<file path="src/rtl/core/mau_ram.sv">
module mau_ram #(
	parameter int unsigned WIDTH = 32,
	parameter int unsigned DEPTH = 16
) (
	input  logic                     clk,
	input  logic                     we,
	input  logic [$clog2(DEPTH)-1:0] waddr,
	input  logic [WIDTH-1:0]         wdata,
	input  logic [$clog2(DEPTH)-1:0] raddr,
	output logic [WIDTH-1:0]         rdata
);

	logic [WIDTH-1:0] mem [DEPTH];

	always_ff @(posedge clk) begin
		if (we) begin
			mem[waddr] <= wdata;
		end
		rdata <= mem[raddr];
	end

endmodule

</file>
<file path="config.mk">
export PLATFORM = sky130hd
export DESIGN_NAME = mau_ram
export DESIGN_NICKNAME = d
export VERILOG_FILES = /design/src/rtl/core/mau_ram.sv
export SDC_FILE = /design/constraint.sdc
export NUM_CORES = 1
export LEC_CHECK = 0
export ABC_AREA = 1
export BUFFER_PORTS_ARGS = -buffer_cell sky130_fd_sc_hd__clkbuf_2
export CAP_MARGIN = 20
export CORE_UTILIZATION = 55
export DETAILED_ROUTE_END_ITERATION = 16
export PLACE_DENSITY = 0.79
export REMOVE_ABC_BUFFERS = 1
export SETUP_SLACK_MARGIN = 0.05
export SYNTH_ARGS = -nofsm -noshare
export SYNTH_HDL_FRONTEND = slang
export SYNTH_SLANG_ARGS = --single-unit
</file>
<file path="constraint.sdc">
create_clock -name clk -period 6.1 [get_ports clk]
set_input_delay 0.305 -clock clk [delete_from_list [all_inputs] [get_ports clk]]
set_output_delay 0.305 -clock clk [all_outputs]
set_load 0.02 [all_outputs]
</file>
==> results.tsv <==
stage	metric	value	unit
outcome	status	completed	
timing	Least-Margin Pin Slew	1.054	ns
power	Peak VDD IR	0.2653	mV
cts	hold buffers post-CTS	0	
die	Die Ht	205.3	µm
cts	Post-CTS Setup Bufs	0	
timing	sum of negative setup slack	0	ns
timing	worst rel slew slack	29.76	%
detailed_routing	final antenna-violating net count	0	
setup_path	worst path cell trace	buf_6 > inv_6 > buf_4 > nand2_1 > nand3_1 > nand3_1 > nand3_1 > nand2_1	
power	PwrDens	309.7	nW/µm²
yosys	mux cell area share after synthesis	0	%
finish	fill count	3047	
placed_design	number of port buffers	73	
finish	Register Area	16020	µm²
cts	clk sinks	544	
yosys	Yosys Warn Count	0	
finish	fin util	61.32	%
power	Pint	6.034	mW
die	IO Pins	74	
detailed_routing	WL/cell	19.09	µm
yosys	average cell area after synthesis	10.72	µm²
die	Die X	205.3	µm
setup_path	Max stage delay on crit path	0.80	ns
yosys	combinational family with the most area after synthesis	simple AND/OR/NAND/NOR gates	
timing	final setup fails	0	
power	P_sw	1.719	mW
placed_design	Cell Area, Placed	23410	µm²
yosys	Adder-Cell Fraction of Synth Area	0	%
die	die area	42150	µm²
setup_path	crit-path max FO	130	
timing	final period demand of the worst path	2.330	ns
setup_path	Critical-path top delay cell	inv_6	
yosys	FF+latch count, synth	544	
die	Cell Rows	74	
placed_design	gpl congestion	0.7659	
cts	post-cts sizing count	0	
global_routing	GRT Residual Overflow	0	
global_routing	initial antenna violation count	2	
cts	TritonCTS clock tree	done	
timing	Tcrit/Tclk final	38.20	%
setup_path	Buffers & Inverters on Critical Path	3	
cts	Worst-Skew Late Latency	0.57	ns
global_routing	first-pass GRT wire length	80.85	mm
global_routing	largest net degree at the start of global routing	176	
finish	post-route cell area	25040	µm²
yosys	post-synthesis simple-gate area fraction	20.00	%
placed_design	dpl hpwl	24.30	mm
flow_run	Max Cap Viol	0	
detailed_routing	Post-route DRC	0	
detailed_routing	Iter 0 DRT Violations	1596	
yosys	Seq/Total Area, Yosys	70.46	%
detailed_routing	vias per cell	5.442	
worst_hold_path	hold crit path type	in2reg	
setup_path	Top delay family on crit path	buffers and inverters	
finish	most common cell after layout, fill and taps aside	nand2_1	
yosys	post-synth top area share	67.64	%
finish	layout cells sized above 1	8.820	%
die	Starting Density	55.67	%
yosys	Netlist cell types	15	
global_routing	total track usage	25.43	%
yosys	Synth Area in XOR/XNOR	0	%
timing	Final Skew	0.008616	ns
setup_path	classification of the worst setup path	in2reg	
timing	final-report max-slew violation count	0	
cts	clk buf depth	3	
cts	total CTS buffers	52	
timing	Hold WS	0.1279	ns
power	Sw Share	22.17	%
cts	CTS root buf	clkbuf_16	
finish	Finished Layout Cells	2746	
timing	final hold vios	0	
global_routing	vias in the first global route	14950	
setup_path	CP endpoint kind	register	
power	clock share of power	39.5	%
setup_path	CP required	6.55	ns
setup_path	Arrival @ worst endpoint	2.78	ns
timing	RSZ-0062 raised after global routing	no	
finish	commonest cells after routing, fill and taps aside	677 x nand2_1, 512 x edfxtp_1, 387 x inv_1, 385 x nand3_1, 70 x clkbuf_2	
setup_path	Startpoint Class	input pin	
power	Comb pwr share	6.2	%
power	sequential group share of total power	54.2	%
detailed_routing	DR vias	14940	
placed_design	Placed Cells	2647	
finish	Area Growth Syn to Fin	10.15	%
power	LEAKAGE	10.70	nW
timing	Fmax	429.1	MHz
detailed_routing	Pre-antenna DRT Iters	6	
setup_path	most frequent CP cell	nand3_1	
yosys	Mapped Area	22730	µm²
finish	Multi-input gate area	4667	µm²
yosys	Synth Area in Compound Gates	0	%
yosys	synth top area cells	edfxtp_1 68%, nand2_1 11%, nand3_1 8.5%, inv_1 6.4%, dfxtp_1 2.8%	
cts	H-tree depth	2	
yosys	Synth area leader	edfxtp_1	
die	core area	40830	µm²
yosys	Syn Inst Count	2120	
detailed_routing	Total Wirelength	52.42	mm
finish	final net count	2211	
cts	Reg clk slew, reported paths	0.06	ns
## flip-flops by register name (all words and copies together), names as in the netlist
register and flops:
rdata 32, mem 512
## worst register-to-register path, cell delays in order, from the launching register on
cell and delay [ns]:
edfxtp_1 0.38, inv_1 0.08, nand2_1 0.06, nand3_1 0.13, nand3_1 0.09, nand3_1 0.11, nand2_1 0.12
## power by group through the flow
stage               sequential (mW)  combinational, mW  clock (mW)
floorplan                      4.31              0.219           0
global placement               4.28              0.460           0
detailed placement             4.28              0.477           0
CTS                            4.21              0.483        3.09
global route                   4.21              0.535        3.22
finish                         4.21              0.484        3.06
## cell usage after synthesis (all sizes together)
master  count
buf        91
clkbuf     14
dfxtp      32
edfxtp    512
inv       390
nand2     677
nand3     385
nand3b      2
nor2       17
## layout make-up
| cell class | count | share of cell area, % |
|---|---|---|
| diodes | 3 | 0.02998 |
| clock buffers | 69 | 5.697 |
| clock inverters | 27 | 0.7796 |
| inverters | 390 | 5.877 |
| multi-input cells | 1081 | 18.64 |
| flip-flops and latches | 544 | 63.96 |
| well taps | 532 | 2.659 |
| repair buffers | 100 | 2.354 |
## metrics by stage
step | power (mW) | worst slack, ns
global route | 7.969 | 3.569
finish | 7.754 | 3.770
floorplan | 4.528 | 3.456
CTS | 7.784 | 3.826
detailed placement | 4.762 | 3.281
global placement | 4.743 | 3.348
## cells by family after synthesis
family,after synthesis
and+or+nand+nor,1081
DFF,544
buffers and inverters,495
## worst paths after layout
path | startpoint | end | slack (ns) | cells after the start
worst max register to register | mem[2][27]$_DFFE_PP_ | rdata[27]$_DFF_P_ | 5.00 | 6
worst min-delay path | wdata[26] | mem[13][26]$_DFFE_PP_ | 0.13 | 1
worst min register to register | mem[6][8]$_DFFE_PP_ | rdata[8]$_DFF_P_ | 0.66 | 6
worst max-delay path | raddr[0] | rdata[30]$_DFF_P_ | 3.77 | 8
## layer usage
metal | up-vias | GRT usage, % | routed length, µm
met5 | - | 0 | 0
met4 | 0 | 11.80 | 2137
met3 | 164 | 3.738 | 4374
met2 | 724 | 43.46 | 26100
met1 | 7126 | 32.03 | 19810
li1 | 6930 | - | -
(Power assumes the default switching activity.)
