## src/rtl/core/mau_div.sv

```systemverilog
module mau_div #(
	parameter int unsigned FRAC_BITS = 16
) (
	input  logic               clk,
	input  logic               arst_n,
	input  logic               start,
	input  logic signed [31:0] num,
	input  logic signed [31:0] den,
	output logic               done,
	output logic signed [63:0] quot
);

	localparam int unsigned NW = 32 + FRAC_BITS;
	localparam int unsigned CW = $clog2(NW + 1);

	logic [NW-1:0] n_q;
	logic [NW-1:0] q_q;
	logic [32:0]   r_q;
	logic [31:0]   d_q;
	logic          neg_q;
	logic          busy_q;
	logic [CW-1:0] cnt_q;
	logic [33:0]   trial;
	logic [32:0]   rsh;
	logic signed [NW:0] qs;

	assign rsh = {r_q[31:0], n_q[NW-1]};
	assign trial = {1'b0, rsh} - {2'b00, d_q};

	always_ff @(posedge clk or negedge arst_n) begin
		if (!arst_n) begin
			busy_q <= 1'b0;
			done <= 1'b0;
			cnt_q <= '0;
		end else begin
			done <= 1'b0;
			if (start) begin
				busy_q <= 1'b1;
				cnt_q <= CW'(NW);
			end else if (busy_q) begin
				cnt_q <= cnt_q - 1'b1;
				if (cnt_q == CW'(1)) begin
					busy_q <= 1'b0;
					done <= 1'b1;
				end
			end
		end
	end

	always_ff @(posedge clk) begin
		if (start) begin
			n_q <= {(num[31] ? 32'(-num) : 32'(num)), {FRAC_BITS{1'b0}}};
			d_q <= den[31] ? 32'(-den) : 32'(den);
			neg_q <= num[31] ^ den[31];
			r_q <= '0;
			q_q <= '0;
		end else if (busy_q) begin
			n_q <= n_q << 1;
			if (!trial[33]) begin
				r_q <= trial[32:0];
				q_q <= {q_q[NW-2:0], 1'b1};
			end else begin
				r_q <= rsh;
				q_q <= {q_q[NW-2:0], 1'b0};
			end
		end
	end

	assign qs = neg_q ? -$signed({1'b0, q_q}) : $signed({1'b0, q_q});
	assign quot = 64'(qs);

endmodule
```

## config.mk

```make
export PLATFORM = sky130hd
export DESIGN_NAME = mau_div
export DESIGN_NICKNAME = d
export VERILOG_FILES = /design/src/rtl/core/mau_div.sv
export SDC_FILE = /design/constraint.sdc
export NUM_CORES = 1
export LEC_CHECK = 0
export BUFFER_PORTS_ARGS = -buffer_cell sky130_fd_sc_hd__buf_2
export CAP_MARGIN = 5
export CORE_MARGIN = 2
export CORE_UTILIZATION = 33
export CTS_CLUSTER_SIZE = 30
export DETAILED_ROUTE_END_ITERATION = 8
export HOLD_SLACK_MARGIN = 0.15
export SYNTH_ARGS = -nofsm -noshare
export SYNTH_HDL_FRONTEND = slang
export SYNTH_SLANG_ARGS = --single-unit
```

## constraint.sdc

```tcl
create_clock -name clk -period 6.5 [get_ports clk]
set_input_delay 0.65 -clock clk [delete_from_list [all_inputs] [get_ports clk]]
set_output_delay 0.65 -clock clk [all_outputs]
set_load 0.05 [all_outputs]
```

==> flow_metrics.tcl, run 1 <==
set metrics [dict create \
    status "complete, no violations" \
    clock_sinks 153 \
    drc 0 \
    fin_nets 1322 \
    async_flop_share 0.0523 \
    worstSetupStartpoint "q_q[10]" \
    synth_xor_area_frac 0.117 \
    yosys.cell_types.count 73 \
    power.share.clock 0.211 \
    cts_setup_buffers 0 \
    startpoint_type "flip-flop" \
    grt_pass1_vias 7734 \
    die_y_um 179 \
    whs_endpoint "d_q[0]" \
    fin_area_um2 11500 \
    yosysTopAreaCell "edfxtp_1" \
    dpl_cell_area_um2 10900 \
    cts_tree "yes" \
    ys_warn_count 0 \
    syn_to_final_growth_pct 14.1 \
    synth-simple-area-share 0.177 \
    ir_drop_mv 0.175 \
    cts.path.max_buffers 2 \
    hp-class "input port to flip-flop" \
    cp-end-kind "output pin" \
    synth_area_um2 10100 \
    die-width_um 179 \
    synthMuxAreaShare 0.0570 \
    detail-route-antenna-nets 0 \
    synth_fa_ha_area_frac 0.0480 \
    cts-root-buf "clkbuf_16" \
    nFillCells 3044 \
    antenna_found_initial 0 \
    avgViaCountPerCell 5.16 \
    worstSetupPathType "flip-flop to output pin" \
    worstSkewPairLatency_ns 0.43 \
    switching_share 0.456 \
    ys_top_cells_by_area "edfxtp_1, dfxtp_1, xnor2_1, mux2i_1, nor2_1" \
    die-area_um2 31900 \
    rows 63 \
    grt_pass1_wl_mm 38.4 \
    h-tree-depth 4 \
    initial_utilization 0.338 \
    routabilityCongestion 0.890 \
    ys_seq_elements 153 \
    synth_top_family_by_area "simple AND/OR/NAND/NOR gates" \
    dr.first_iter.drc_count 546 \
    timing.slew.headroom 0.300 \
    synth_edf_count 65 \
    dpl.hpwl_mm 16.9 \
    synthFlopType "dfxtp_1" \
    p_sw_mw 2.03 \
    synth_compound_area_frac 0.172 \
    grt_use_total 0.149 \
    slew_violations 0 \
    fin_worst_skew_ns 0.0149 \
    p_comb_frac 0.508 \
    totalWireLength_mm 23.2 \
    drive_above_1_share 0.164 \
    synth_seq_area_share 0.373 \
    synth_fp_nets 1241 \
    ff2ff_path_depth 12 \
    power_density_nw_per_um2 388 \
    synth_largest_type_area_fraction 0.194 \
    min_from "den[0]" \
    crit_path_max_fanout 7 \
    io_pins 132 \
    overflow 0 \
    crit_arrival_ns 3.93 \
    multi_input_area_um2 5740 \
    portBuffers 131 \
    fmax_mhz 218 \
    vias 8352 \
    worstPathRequired_ns 5.85 \
    rr_startpoint "d_q[8]" \
    power.share.sequential 0.281 \
    syn_avg_cell_area_um2 8.85 \
    rsz0062_at_grt "false" \
    seqCellArea_um2 3760 \
    setup_viol 0 \
    dr.pass1.iters 5 \
    syn_inst 1136 \
    grt_max_degree 71 \
    r2r_slack_ns 2.78 \
    core_area_um2 29800 \
    leakage_nw 5.11 \
    setup_tns_ns 0 \
    hold_viol_final 0 \
    post_cts_resized 0 \
    ctsHoldBuffers 1 \
    fin_crit_ns 4.58 \
    maxCapViolations 0 \
    antennaDiodeCount 0 \
    worst_pin_slew_ns 1.05 \
    clkTransAtPathRegs_ns 0.07 \
    r2r_end "r_q[4]" \
    wire_per_inst_um 14.3 \
    hold_depth 1 \
    fin_crit_sh 0.705 \
    cts_inserted_buffers 17 \
    intPower_mw 2.42 \
    layout_commonest_cell "nor2_1" \
    final_cell_mix "nor2_1, buf_2, nand2_1" \
]
## cells by family (layout without fill, tap and decap cells)
kind of cell	count (synthesis)	in the layout
AO/OA/AOI/OAI	256	256
XOR/XNOR	134	134
adder cells (fa/ha/maj)	38	38
buffers and inverters	133	227
flip-flops	153	153
multiplexers	57	57
AND/OR/NAND/NOR	365	365
## critical path, cell delays in order (launching register included)
cell and delay [ns]:
dfxtp_1 0.37, or4_4 0.58, or4b_4 0.51, or4_4 0.47
nor4_4 0.31, nand4_2 0.15, or3_4 0.41, o31ai_2 0.27
xnor2_1 0.15, buf_2 0.28
## per-stage QoR
step           hold WS, ns  power (mW)  cells  utilization  setup slack (ns)
3_3_place_gp         0.470        3.51   1587        0.366              2.42
2_1_floorplan        0.354        3.09   1136            -              2.46
4_1_cts              0.408        4.48   1620        0.385              1.88
6_report             0.429        4.46   1620        0.385              1.92
5_1_grt              0.421        4.77   1620        0.385              1.75
3_5_place_dp         0.480        3.53   1587        0.366              2.35
## state kept, by name (all words and copies together), names as in the netlist
register / cells
cnt_q: 6
n_q: 32
r_q: 32
d_q: 32
busy_q: 1
q_q: 48
neg_q: 1
done: 1
## power groups by stage
stage / clock network [mW] / logic (mW) / registers [mW]
floorplan: 0 / 1.84 / 1.24
global route: 1.01 / 2.49 / 1.27
CTS: 0.964 / 2.27 / 1.25
finish: 0.939 / 2.27 / 1.25
global placement: 0 / 2.24 / 1.27
detailed placement: 0 / 2.26 / 1.27
## cells in the mapped netlist (3+ instances only)
cell	n
nand2_1	96
nor3_1	14
a311oi_1	17
o41ai_1	18
xor2_1	40
o311a_1	4
o31ai_1	33
a31oi_1	4
buf_4	16
edfxtp_1	65
a21oi_1	62
or3_4	3
nand3_1	19
dfrtp_1	8
nand4_1	4
nand3b_1	7
clkbuf_1	55
o21a_1	5
or4_1	16
o22ai_1	3
a21o_1	8
or4_4	8
o21bai_1	6
xnor2_1	94
mux2i_1	55
and3_1	10
buf_1	5
a41o_1	3
or3_1	7
a211oi_1	7
nor2_1	142
ha_1	37
nor4_1	9
dfxtp_1	80
a22oi_1	4
inv_1	54
nand2b_1	10
o21ai_0	59
or2_2	4
## area by class of cell
class | count | area share
repair buffers | 140 | 0.0634
flip-flops and latches | 153 | 0.327
well taps | 390 | 0.0425
inverters | 55 | 0.0180
clock inverters | 14 | 0.0101
multi-input cells | 850 | 0.500
clock buffers | 18 | 0.0383
## how the worst max path moves through the flow
stage / to / slack [ns] / depth (start not counted)
CTS: quot[45] / 1.88 / 9
floorplan: quot[49] / 2.46 / 8
detailed placement: quot[45] / 2.35 / 9
finish: quot[45] / 1.92 / 9
global route: quot[45] / 1.75 / 9
global placement: quot[41] / 2.42 / 9
## per-layer routing
layer	GRT usage	routed length, um
met1	0.207	11400
met2	0.235	10300
met3	0.0245	1170
met4	0.0508	360
met5	0	0
Power figures use the tool's default switching activity.
==> run 2: changes to the inputs <==
- clock period: 6.5 -> 3.99 ns (I/O delays scaled with it)
==> run 2 against run 1 <==
The run now ends with setup timing left. Largest power group unchanged. Core utilization grew 0.88 points. Global-route usage grew 0.071 points. Flip-flop and latch count is the same. Highest routed layer unchanged. Register-to-register slack lost 2.2 ns. Wire length grew 0.76%. Via count is essentially flat. Sequential share of layout area shrank 0.67 points. Combinational power grew 69%. First-iteration DRC count shrank 11%.
==> flow_metrics.tcl, run 2 (synthesis results as in run 1) <==
set metrics [dict create \
    layout_commonest_cell "nor2_1" \
    path_cells "or4_4 > or4b_4 > or4_4 > nor4_4 > nand4_2 > or3_4 > o31ai_4 > xnor2_1 > buf_4" \
    power_density_nw_per_um2 639 \
    power.share.sequential 0.273 \
    final_cell_mix "nor2_1, buf_2, nand2_1" \
    fin_ws_ns -0.0330 \
    grt_max_degree 147 \
    p_comb_frac 0.511 \
    dr.pass1.iters 7 \
    worstSkewPairLatency_ns 0.42 \
    cp_slowest_cell "or4_4" \
    clkTransAtPathRegs_ns 0.06 \
    antenna_found_initial 0 \
    drive_above_1_share 0.173 \
    detail-route-antenna-nets 0 \
    h-tree-depth 4 \
    timing.slew.headroom 0.424 \
    avgViaCountPerCell 5.12 \
    overflow 0 \
    die-area_um2 31900 \
    routabilityCongestion 0.877 \
    grt_pass1_wl_mm 38.5 \
    setup_tns_ns -0.122 \
    io_pins 132 \
    rows 63 \
    status "complete, but fails checks" \
    leakage_nw 5.20 \
    violations "setup timing" \
    hp-class "input port to flip-flop" \
    slew_violations 0 \
    cp-end-kind "output pin" \
    worstSetupPathType "flip-flop to output pin" \
    cts.path.max_buffers 2 \
    switching_share 0.437 \
    core_area_um2 29800 \
    max_stage_delay_ns 0.53 \
    worstPathRequired_ns 3.59 \
    vias 8347 \
    fin_hold_ws_ns 0.189 \
    maxCapViolations 0 \
    wire_per_inst_um 14.3 \
    fmax_mhz 249 \
    fin_worst_skew_ns 0.0118 \
    dr.first_iter.drc_count 485 \
    power.share.clock 0.216 \
    startpoint_type "flip-flop" \
    worst_pin_slew_ns 0.864 \
    intPower_mw 4.23 \
    grt_pass1_vias 7768 \
    crit_top_cell "or4_4" \
    p_sw_mw 3.28 \
    clock_sinks 153 \
    portBuffers 131 \
    syn_to_final_growth_pct 16.7 \
    fin_crit_ns 4.02 \
    grt_use_total 0.150 \
    fin_nets 1332 \
    crit_path_max_fanout 5 \
    crit_arrival_ns 3.62 \
    initial_utilization 0.338 \
    die_y_um 179 \
    cts-root-buf "clkbuf_16" \
    cts_tree "yes" \
    setup_viol 20 \
    largest_reg_flops 48 \
    totalWireLength_mm 23.4 \
    fin_crit_sh 1.01 \
    cts_inserted_buffers 17 \
    ir_drop_mv 0.272 \
    final_core_util 0.394 \
    finalPower_mw 7.51 \
    drc 0 \
    top_register "q_q" \
    die-width_um 179 \
    hold_viol_final 0 \
    dpl.hpwl_mm 16.9 \
    rsz0062_at_grt "true" \
]
-- run 2: cell count changes in the layout (fill, tap and decap cells not counted), moves of 3 or more --
cell	previous run	this run
buf_2	130	99
buf_4	9	45
bufinv_16	0	3
clkbuf_1	0	3
clkbuf_4	0	4
clkinv_2	0	3
clkinv_4	6	2
o31ai_4	0	3
-- run 2: layer usage --
layer	vias to the layer above	track usage	part of all wire
met5	-	0	0
met2	193	0.250	0.46
met3	14	0.0245	0.047
li1	4268	-	-
met4	0	0.0423	0.010
met1	3872	0.200	0.48
-- run 2: repair_timing --
action,in CTS,in global routing
cloned,0,0
hold buffers,1,0
pin swaps,4,0
hold endpoints to repair,8,0
setup endpoints to repair,27,31
buffers inserted,6,1
resized for setup,35,12
-- run 2: power by group through the flow --
stage	registers [mW]	clock network, mW	logic, mW
finish	2.05	1.62	3.84
global placement	2.08	0	3.65
floorplan	2.02	0	3.00
global route	2.08	1.75	4.19
detailed placement	2.08	0	3.69
CTS	2.05	1.67	3.82
-- run 2: layout make-up --
type	instances	area [um2]
flip-flops and latches	153	3760
well taps	390	488
diodes	1	2.50
clock inverters	12	150
inverters	55	206
fillers	3023	18100
clock buffers	20	437
repair buffers	150	893
multi-input cells	850	5800
-- run 2: worst max-delay path: cells and delay by family (launching register included) --
kind / cells / cell delay, ns
AOI/OAI and AO/OA: 1 / 0.23
xor gates and xnor gates: 1 / 0.15
DFF: 1 / 0.34
and+or+nand+nor: 6 / 2.25
buffers and inverters: 1 / 0.22
-- run 2: through the flow --
step | area, um2 | setup slack [ns] | std cells
final | 11700 | -0.0330 | 1631
after detailed placement | 10900 | 0.144 | 1590
after CTS | 11700 | -0.0674 | 1629
after global placement | 10900 | 0.198 | 1590
after floorplan | 10100 | 0.198 | 1136
after global routing | 11700 | -0.168 | 1630
-- run 2: worst paths after layout --
check	slack [ns]	end	start	depth (start not counted)
max	-0.03	quot[45]	q_q[10]	9
min	0.19	d_q[0]	den[0]	1
max reg2reg	0.62	r_q[16]	d_q[7]	12
min reg2reg	0.48	r_q[28]	r_q[28]	2
max in group asynchronous	3.42	busy_q	arst_n	2
min in group asynchronous	0.37	cnt_q[0]	arst_n	2
==> run 3: changes to the inputs <==
==> constraint.sdc (replaced) <==
create_clock -name clk -period 4.5 [get_ports clk]
set_input_delay 0.225 -clock clk [delete_from_list [all_inputs] [get_ports clk]]
set_output_delay 0.225 -clock clk [all_outputs]
set_load 0.05 [all_outputs]
==> run 3 against run 2 <==
The flow now finishes without violations. Hold slack worse by 0.020 ns. Non-clock buffer count is 19 higher. Wire length is 0.26% higher. Clock skew is 0.00068 ns higher. Die area stayed put. Cell count is 1.1% higher. Core utilization is 0.35 points higher. Sequential power is 12% lower. Register-to-register slack better by 0.39 ns. Cell area is 0.88% higher. Critical endpoint is now quot[43]. Largest cell class unchanged.
==> flow_metrics.tcl, run 3 (synthesis results as in run 1) <==
set metrics [dict create \
    vias 8383 \
    rsz0062_at_grt "false" \
    fin_crit_ns 4.10 \
    dr.pass1.iters 5 \
    grt_max_degree 135 \
    power_density_nw_per_um2 558 \
    status "complete, no violations" \
    ir_drop_mv 0.240 \
    worstPathRequired_ns 4.28 \
    crit_arrival_ns 3.88 \
    layout_commonest_cell "nor2_1" \
    detail-route-antenna-nets 0 \
    crit_path_max_fanout 7 \
    largest_reg_flops 48 \
    dr.first_iter.drc_count 487 \
    use_met1 0.207 \
    h-tree-depth 4 \
    cts-root-buf "clkbuf_16" \
    hp-class "input port to flip-flop" \
    syn_to_final_growth_pct 17.7 \
    final_cell_mix "nor2_1, buf_2, nand2_1" \
    clkTransAtPathRegs_ns 0.07 \
    antennaDiodeCount 0 \
    final_core_util 0.397 \
    startpoint_type "flip-flop" \
    die-width_um 179 \
    cp-end-kind "output pin" \
    setup_viol 0 \
    fin_nets 1351 \
    die-area_um2 31900 \
    drc 0 \
    hold_depth 2 \
    setup_tns_ns 0 \
    path_cells "or4_4 > or4b_4 > or4_4 > nor4_4 > nand4_2 > or3_4 > o31ai_2 > xnor2_1 > buf_2" \
    worstSetupPathType "flip-flop to output pin" \
    wire_per_inst_um 14.2 \
    fin_crit_sh 0.912 \
    clock_sinks 153 \
    drive_above_1_share 0.160 \
    dpl.hpwl_mm 16.7 \
    core_area_um2 29800 \
    grt_use_total 0.149 \
    fin_area_um2 11800 \
    maxCapViolations 0 \
    routabilityCongestion 0.921 \
    fmax_mhz 244 \
    ff2ff_path_depth 12 \
    hold_viol_final 0 \
    io_pins 132 \
    antenna_found_initial 0 \
    slew_violations 0 \
    grt_pass1_vias 7746 \
    die_y_um 179 \
    overflow 0 \
    grt-busiest-layer "met2" \
    use_met3 0.0266 \
    rows 63 \
    fin_hold_ws_ns 0.169 \
    cp_slowest_cell "or4_4" \
    cts.path.max_buffers 2 \
    timing.slew.headroom 0.358 \
    cts_inserted_buffers 17 \
    fin_worst_skew_ns 0.0125 \
    top_register "q_q" \
    crit_top_cell "or4_4" \
    totalWireLength_mm 23.5 \
    cts_tree "yes" \
    dpl_cell_area_um2 10900 \
    worst_pin_slew_ns 0.954 \
    initial_utilization 0.338 \
    post_cts_resized 0 \
    leakage_nw 5.27 \
    worstSkewPairLatency_ns 0.42 \
    grtUsageMet2 0.240 \
    avgViaCountPerCell 5.08 \
    max_stage_delay_ns 0.58 \
    portBuffers 131 \
    grt_pass1_wl_mm 38.6 \
]
-- run 3: worst paths after layout --
check / startpoint / to / slack [ns]
min: den[3] / d_q[3] / 0.17
min in group asynchronous: arst_n / cnt_q[5] / 0.20
max: q_q[10] / quot[43] / 0.40
max in group asynchronous: arst_n / busy_q / 4.11
min reg2reg: r_q[29] / r_q[29] / 0.48
max reg2reg: d_q[10] / r_q[22] / 1.01
-- run 3: critical path, delay by kind of cell (launching register included) --
kind	cells	cell delay (ns)
buf+inv	1	0.28
simple gates	6	2.41
xor+xnor	1	0.14
compound gates	1	0.25
flops	1	0.37
-- run 3: metrics by stage --
step | power, mW | cells | setup slack (ns)
finish | 6.61 | 1649 | 0.397
global route | 7.05 | 1649 | 0.234
CTS | 6.65 | 1649 | 0.370
detailed placement | 5.12 | 1587 | 0.831
global placement | 5.09 | 1587 | 0.854
floorplan | 4.46 | 1136 | 0.882
-- run 3: area by class of cell --
| cell class | count | area, um2 |
|---|---|---|
| Sequential cell | 153 | 3760 |
| Timing Repair Buffer | 169 | 1040 |
| Inverter | 55 | 206 |
| Clock inverter | 15 | 180 |
| Multi-Input combinational cell | 850 | 5740 |
| Fill cell | 3026 | 18000 |
| Clock buffer | 17 | 425 |
| Tap cell | 390 | 488 |
-- run 3: power by group --
part	total [mW]	switching, mW	internal (mW)	leakage, nW
Combinational	3.31	2.17	1.14	3.58
Clock	1.49	0.646	0.845	0.296
Sequential	1.81	0.146	1.67	1.39
-- run 3: routing by layer --
| layer | wire [um] | part of all wire |
|---|---|---|
| met3 | 971 | 0.041 |
| met5 | 0 | 0 |
| met2 | 10600 | 0.45 |
| met1 | 11700 | 0.50 |
| met4 | 251 | 0.011 |
-- run 3: what timing repair did --
action,4_1_cts,5_1_grt
buffers inserted,0,0
hold endpoints to repair,38,0
hold buffers,30,0
